**config.mk**
```make
export PLATFORM = sky130hd
export DESIGN_NAME = chki_ram
export DESIGN_NICKNAME = d
export VERILOG_FILES = /design/src/rtl/chki_ram.sv
export SDC_FILE = /design/constraint.sdc
export NUM_CORES = 1
export LEC_CHECK = 0
export BUFFER_PORTS_ARGS = -buffer_cell sky130_fd_sc_hd__buf_2
export CORE_UTILIZATION = 25
export DETAILED_ROUTE_END_ITERATION = 12
export SLEW_MARGIN = 5
export SYNTH_ARGS = -nofsm -noshare
export SYNTH_HDL_FRONTEND = slang
export SYNTH_SLANG_ARGS = --single-unit
```
**constraint.sdc**
```tcl
create_clock -name clk -period 2.2 [get_ports clk]
set_input_delay 0.22 -clock clk [delete_from_list [all_inputs] [get_ports clk]]
set_output_delay 0.22 -clock clk [all_outputs]
set_load 0.05 [all_outputs]
```
**src/rtl/chki_ram.sv**
```systemverilog
// Generic single-write, single-read RAM with registered read data.
module chki_ram #(
  parameter int WIDTH = 8,
  parameter int DEPTH = 16
) (
  input  logic                     clk,
  input  logic                     we,
  input  logic [$clog2(DEPTH)-1:0] waddr,
  input  logic [WIDTH-1:0]         wdata,
  input  logic [$clog2(DEPTH)-1:0] raddr,
  output logic [WIDTH-1:0]         rdata
);

  logic [WIDTH-1:0] mem [DEPTH];

  always_ff @(posedge clk) begin
    if (we) begin
      mem[waddr] <= wdata;
    end
    rdata <= mem[raddr];
  end

endmodule

```
Yosys cells after proc, flatten, opt, wreduce, memory -nomap -nowiden
Memories as Yosys holds them, arrays and structs flattened. A register that Yosys moved wholly into a read port is not among the register bits.
Cells that the tools add are included.
{"block": "classes", "n_mux": 2}
{"op": "1-bit 2-to-1 mux", "n": 2}
{"block": "totals", "ff_bits": 0, "ramBits": 128, "inputBits": 18, "n_memories": 1}
{"memory": "mem", "depth": 16, "width": 8, "read_ports": 1, "rd_clocked_by_memory_dff": 1, "wr": 1, "line_no": "14", "source": "logic [WIDTH-1:0] mem [DEPTH];"}

Depth between registers and ports, before layout
Gate-level depths: netlist of run 1.
{"block": "logic_depth", "word_depth": 2, "ltp_mapped": 5, "mapped_depth_nobuf": 3}

Worst setup path before layout of run 1
OpenSTA, ideal clock, no wires.
{"block": "synth_path", "path_type": "input-to-reg", "start": "input waddr[2]", "end": "memory mem[0][0] (enable)", "setup_ps": 383, "arrival_ps": 1330, "required_time_ps": 1817, "slack_ps": 487, "cell_stages": 2, "path_buffers": 0, "cell_sequence": "or3b_2 nor3_1"}
{"item": "start, declared", "line_no": "8", "source": "input logic [$clog2(DEPTH)-1:0] waddr,"}
{"item": "end, declared", "line_no": "14"}
No word-level cell before the write port.

==> results of run 1 <==
-- worst paths after layout --
path         startpoint        end  slack [ps]  depth (start not counted)
max           mem[6][1]   rdata[1]         840                          3
min            wdata[6]  mem[9][6]         190                          1
max reg2reg   mem[6][1]   rdata[1]         840                          3
min reg2reg  mem[11][1]   rdata[1]         680                          3
-- registers in the layout (all words and copies together), names as in the netlist --
signal  count
rdata       8
mem       128
-- per-layer routing --
metal	up-vias	track usage
li1	1079	-
met1	1231	0.1465
met2	46	0.1553
met3	20	0.03103
met4	0	0.04842
met5	-	0
-- critical path, cell delays in order, from the launching register on --
cell	delay, ps
edfxtp_1	360
mux4_1	570
a22oi_1	250
nand2_1	80
-- placed cells by master, fill, tap and decap left out, types with 8 or more instances in the layout --
| cell | count |
|---|---|
| clkbuf_16 | 22 |
| buf_2 | 25 |
| a22oi_1 | 16 |
| mux4_1 | 14 |
| nor2_1 | 13 |
| nand2_1 | 9 |
| buf_4 | 16 |
| dfxtp_1 | 8 |
| mux4_2 | 18 |
| edfxtp_1 | 128 |
-- kinds of logic after synthesis --
| kind of cell | synth area share |
|---|---|
| flops | 0.7778 |
| simple gates | 0.03184 |
| buf+inv | 0.01677 |
| mux | 0.1502 |
| compound gates | 0.02334 |
-- area by class of cell --
cell class                      instances  area (um^2)  share of cell area
Timing Repair Buffer                   43        285.3             0.04514
Clock buffer                           26        565.5             0.08949
Tap cell                              270        337.8             0.05345
Multi-Input combinational cell         83         1057              0.1673
Clock inverter                          6        70.07             0.01109
Sequential cell                       136         4004              0.6335
-- per-stage QoR --
step	utilization	total power, W	std cells	worst slack [ps]	area (um^2)
2_1_floorplan	-	0.003171	229	487.1	5147
3_3_place_gp	0.2809	0.003304	532	468.4	5684
3_5_place_dp	0.2809	0.003313	532	452.0	5684
4_1_cts	0.3123	0.006238	564	805.4	6320
5_1_grt	0.3123	0.006362	564	762.6	6320
6_report	0.3123	0.006173	564	840.4	6320
-- power breakdown --
group	internal, W	switching, W
registers	0.00290	0.0000164
clock network	0.00190	0.00102
logic	0.000116	0.000222
==> qor.csv, run 1 <==
stage,metric,value,unit
run_status,outcome,"finished, final reports clean",
synthesis,synth.yosys.seq_area_share,0.7778,
sta,hold_viol,0,
synthesis,synth_area_leaders,"edfxtp_1, mux4_2, mux4_1",
critical_path,critPathLaunchType,register,
power_and_ir_drop,ir_drop,0.6605,mV
synthesis,ys_ff_latch,136,
synthesis,yosysMostFrequentCell,edfxtp_1,
cts,cts_tree,built,
synthesis,synth_top_cells_by_count,"edfxtp_1, mux4_2, a22oi_1",
cts,clock_sinks,136,
global_routing,grt_pass1_wl,15930,um
floorplanning,row_count,52,
cts,ctsResizeCount,0,
place,gp_congestion,0.7201,
routing,first_pass_iters,4,
routing,drc,0,
global_routing,antenna_found_initial,0,
cts,cts_setup_buffers,0,
power_and_ir_drop,leakagePower,2.098,nW
routing,top_layer,met4,
synthesis,synthCells,229,
floorplanning,die_height,145.5,um
sta,drv_slew,0,
cts,clkLatencyLatePin,420,ps
cells_and_area,fin_nets,299,
sta,rsz0062_at_grt,false,
synthesis,synth.distinct_cells,19,
cells_and_area,n_fill_cell,1937,
cells_and_area,synthToLayoutAreaGrowth,22.78,%
sta,skew,10.12,ps
synthesis,syn_nets,247,
routing,drtIter0Drc,103,
floorplanning,die_area,0.02117,mm^2
cts,clk_root_buffer_cell,clkbuf_16,
global_routing,track_usage,0.1065,
synthesis,synth_edf_count,128,
routing,met1_length,5015,um
routing,drt_wl_total,10320,um
floorplanning,coreArea,0.02023,mm^2
sta,setup_tns,0,ps
floorplanning,die_x,145.5,um
critical_path,path_max_fanout,1,
synthesis,synth_area_per_cell,22.48,um^2
synthesis,synthFlopType,edfxtp_1,
cells_and_area,drive_above_1_share,0.3061,
sta,fin_hold_ws,191.4,ps
synthesis,synth_area,0.005147,mm^2
routing,vias,2376,
routing,wl_met2,4740,um
place,dp_hpwl,6516,um
floorplanning,start_util,0.2544,
sta,fmaxAchievable,735.5,MHz
sta,fin_crit_sh,0.6180,
sta,worstMarginPinSlew,619.3,ps
cts,h-tree-depth,4,
synthesis,ys_warn_count,0,
job,maxCapViolCount,0,
sta,setup_viol,0,
synthesis,async_reset_ff_frac,0,
sta,slew_headroom,0.5863,
cts,holdBufCountCts,0,
worst_hold_path,hold_class,primary input to register,
floorplanning,pin_count,26,
routing,viasPerCell,4.213,
critical_path,critPathArrivalTime,1670,ps
sta,min_period,1360,ps
critical_path,crit_required,2510,ps
cts,cts.clk_slew.worst_paths,60,ps
critical_path,endpoint_kind,register,
global_routing,grt_pass1_vias,2588,
global_routing,grt-ovfl-total,0,
cts,cts_buffers,17,
global_routing,grt_max_degree,33,
synthesis,yosys.area.top_type,edfxtp_1,
routing,route.met3.wl,345,um
place,port_buffers,25,
critical_path,critical_path_class,register to register,
synthesis,netlist.area_leader.share,0.7467,
cts,cts_max_path_buffers,2,
cells_and_area,num_antenna_cells,0,
power_and_ir_drop,powerDensity,976.7,mW/mm^2
routing,ant_nets,0,
routing,wl_per_cell,18.30,um
Note: power is estimated with default switching activity, not from simulation.
==> run 2: changes to the inputs <==
==> constraint.sdc (replaced) <==
create_clock -name clk -period 1.3 [get_ports clk]
set_input_delay 0.13 -clock clk [delete_from_list [all_inputs] [get_ports clk]]
set_output_delay 0.13 -clock clk [all_outputs]
set_load 0.05 [all_outputs]
==> run 2 against run 1 <==
The run now ends with setup timing left. Sequential power increased by 70%. Largest cell class unchanged. Non-clock buffer count increased by 23. Core utilization increased by 1.1 points. Highest routed layer unchanged.
==> qor.csv, run 2 (synthesis gave the netlist of run 1 again) <==
stage,metric,value,unit,change
cts,clk_root_buffer_cell,clkbuf_16,,
critical_path,cp_cell_sequence,mux4_1 > a22oi_1 > nand2_1,,
cells_and_area,drive_above_1_share,0.4259,,+0.1197
critical_path,crit_required,1600,ps,-910 ps
floorplanning,die_height,145.5,um,unchanged
sta,fin_crit_sh,1.037,,+0.4193
run_status,failed_checks,setup timing,,
power_and_ir_drop,internal_power,0.008174,W,+66%
global_routing,grt-ovfl-total,0,,unchanged
routing,drtIter0Drc,250,,+140%
critical_path,max_stage_delay,540,ps,-30 ps
place,gp_congestion,0.7038,,-2.3%
cts,clock_sinks,136,,unchanged
sta,fmaxAchievable,741.5,MHz,+0.82%
power_and_ir_drop,pwr-share-clk,0.465,,-0.008
global_routing,grt_pass1_wl,17110,um,+7.4%
cts,cts_tree,built,,
cells_and_area,reg_top3,"mem (128), rdata (8)",,
critical_path,r2r_start,mem[5][1],,
power_and_ir_drop,total_power,0.01044,W,+69%
cts,cts.clk_slew.worst_paths,60,ps,about the same
cts,cts_buffers,17,,unchanged
cells_and_area,final_common_cell,edfxtp_1,,
power_and_ir_drop,power_frac_seq,0.473,,about the same
global_routing,grt_pass1_vias,2825,,+9.2%
critical_path,endpoint_kind,register,,
sta,hold_viol,0,,unchanged
critical_path,critPathLaunchType,register,,
critical_path,cp.buffers_inverters,0,,unchanged
critical_path,crit_path_end,rdata[1],,
cells_and_area,regMostFlops,mem,,
critical_path,reg2regPathDepth,3,,unchanged
sta,setup_tns,-140.6,ps,-140.6 ps
critical_path,path_max_fanout,1,,unchanged
global_routing,grt_max_degree,20,,-39%
sta,timing.final.ws_setup,-48.54,ps,-889.0 ps
sta,worstMarginPinSlew,945.2,ps,+326.0 ps
floorplanning,start_util,0.2544,,unchanged
routing,wl_per_cell,18.72,um,+2.3%
floorplanning,coreArea,0.02023,mm^2,unchanged
cts,clkLatencyLatePin,420,ps,about the same
routing,viasPerCell,4.291,,+1.9%
routing,vias,2519,,+6.0%
cells_and_area,synthToLayoutAreaGrowth,27.08,%,
cts,h-tree-depth,4,,unchanged
power_and_ir_drop,leakagePower,2.203,nW,+5.0%
critical_path,cp.depth,3,,unchanged
cells_and_area,final_cell_mix,"edfxtp_1, buf_4, buf_2, mux4_2, clkbuf_16",,
power_and_ir_drop,swShare,0.2171,,+0.01292
sta,setup_viol,6,,+6
cells_and_area,ff_latch_area,0.004004,mm^2,unchanged
global_routing,track_usage,0.1114,,+0.004895
worst_hold_path,hold-path-cell-count,1,,unchanged
sta,min_period,1349,ps,-11.05 ps
job,maxCapViolCount,0,,unchanged
cells_and_area,largest_register_ff_count,128,,unchanged
cells_and_area,num_antenna_cells,0,,unchanged
critical_path,critPathArrivalTime,1650,ps,-20 ps
cts,cts_max_path_buffers,2,,unchanged
power_and_ir_drop,powerDensity,1596,mW/mm^2,+63%
power_and_ir_drop,switching_power,0.002266,W,+80%
routing,first_pass_iters,4,,unchanged
critical_path,cp_slowest_cell,mux4_1,,
routing,ant_nets,0,,unchanged
place,port_buffers,25,,unchanged
power_and_ir_drop,pwr-share-comb,0.062,,+0.007
cells_and_area,n_fill_cell,1905,,-1.7%
cells_and_area,fin_nets,322,,+7.7%
critical_path,critical_path_class,register to register,,
sta,rsz0062_at_grt,true,,
floorplanning,pin_count,26,,unchanged
sta,drv_slew,0,,unchanged
critical_path,reg2reg_to,rdata[1],,
critical_path,worst_path_dominant_cell_family,multiplexers,,
cells_and_area,final_cells,587,,+4.1%
routing,drc,0,,unchanged
sta,skew,9.500,ps,-0.6151 ps
cells_and_area,multi_input_area,0.001090,mm^2,+3.1%
run_status,outcome,"finished, violations left",,
place,dp_hpwl,7384,um,+13%
critical_path,r2r_setup_slack,-50,ps,-890 ps
routing,drt_wl_total,10990,um,+6.5%
cts,cts_setup_buffers,0,,unchanged
floorplanning,die_area,0.02117,mm^2,unchanged
global_routing,antenna_found_initial,0,,unchanged
floorplanning,row_count,52,,unchanged
floorplanning,die_x,145.5,um,unchanged
worst_hold_path,hold_class,primary input to register,,
place,dpl.cell_count,555,,+4.3%
sta,slew_headroom,0.3675,,-0.2188
place,dp_slack,-342.1,ps,-794.1 ps
power_and_ir_drop,ir_drop,0.9958,mV,+51%
critical_path,crit_start,mem[5][1],,
[run 2: cell count changes in the layout (fill, tap and decap cells not counted), sizes merged]
cell	previous run	this run
bufinv	1	3
inv	1	2
clkinv	1	7
buf	43	66
clkbuf	26	17
[run 2: timing repair]
item                                    CTS  global route
gates resized for setup                  12             3
hold buffers                              0             0
pin swaps                                 5             3
endpoints found under the setup margin    8             8
[run 2: worst reg2reg max path, cell delays in order, from the launching register on]
cell and delay [ps]:
edfxtp_1 360, mux4_1 540, a22oi_1 230, nand2_1 90
[run 2: metal layers]
metal | track usage | share of wire | vias to the layer above
met2 | 0.1594 | 0.45 | 78
met3 | 0.03197 | 0.059 | 18
met4 | 0.05105 | 0.020 | 0
met1 | 0.1559 | 0.47 | 1305
li1 | - | - | 1118
met5 | 0 | 0 | -
[run 2: area by class of cell]
class | instances | share of cell area
Clock buffer | 17 | 0.06503
Clock inverter | 15 | 0.02697
Multi-Input combinational cell | 83 | 0.1666
Sequential cell | 136 | 0.6121
Tap cell | 270 | 0.05165
Timing Repair Buffer | 66 | 0.07766
[run 2: through the flow]
stage	area (um^2)	utilization	hold WS, ps
2_1_floorplan	5162	-	228.9
3_3_place_gp	5922	0.2927	519.7
3_5_place_dp	5922	0.2927	532.8
4_1_cts	6535	0.3230	78.83
5_1_grt	6541	0.3233	90.99
6_report	6541	0.3233	91.96
[run 2: how the worst min path moves through the flow]
stage / startpoint / endpoint / slack, ps
final: wdata[3] / mem[9][3] / 90
after global routing: wdata[3] / mem[9][3] / 90
after CTS: wdata[3] / mem[9][3] / 80
after detailed placement: wdata[3] / mem[12][3] / 530
after global placement: wdata[1] / mem[4][1] / 520
after floorplan: wdata[0] / mem[0][0] / 230
[run 2: power groups by stage]
stage | Sequential (W) | Combinational [W] | Clock, W
2_1_floorplan | 0.00512 | 0.000250 | 0
6_report | 0.00494 | 0.000647 | 0.00486
3_5_place_dp | 0.00503 | 0.000629 | 0
3_3_place_gp | 0.00502 | 0.000614 | 0
5_1_grt | 0.00494 | 0.000693 | 0.00511
4_1_cts | 0.00494 | 0.000650 | 0.00492
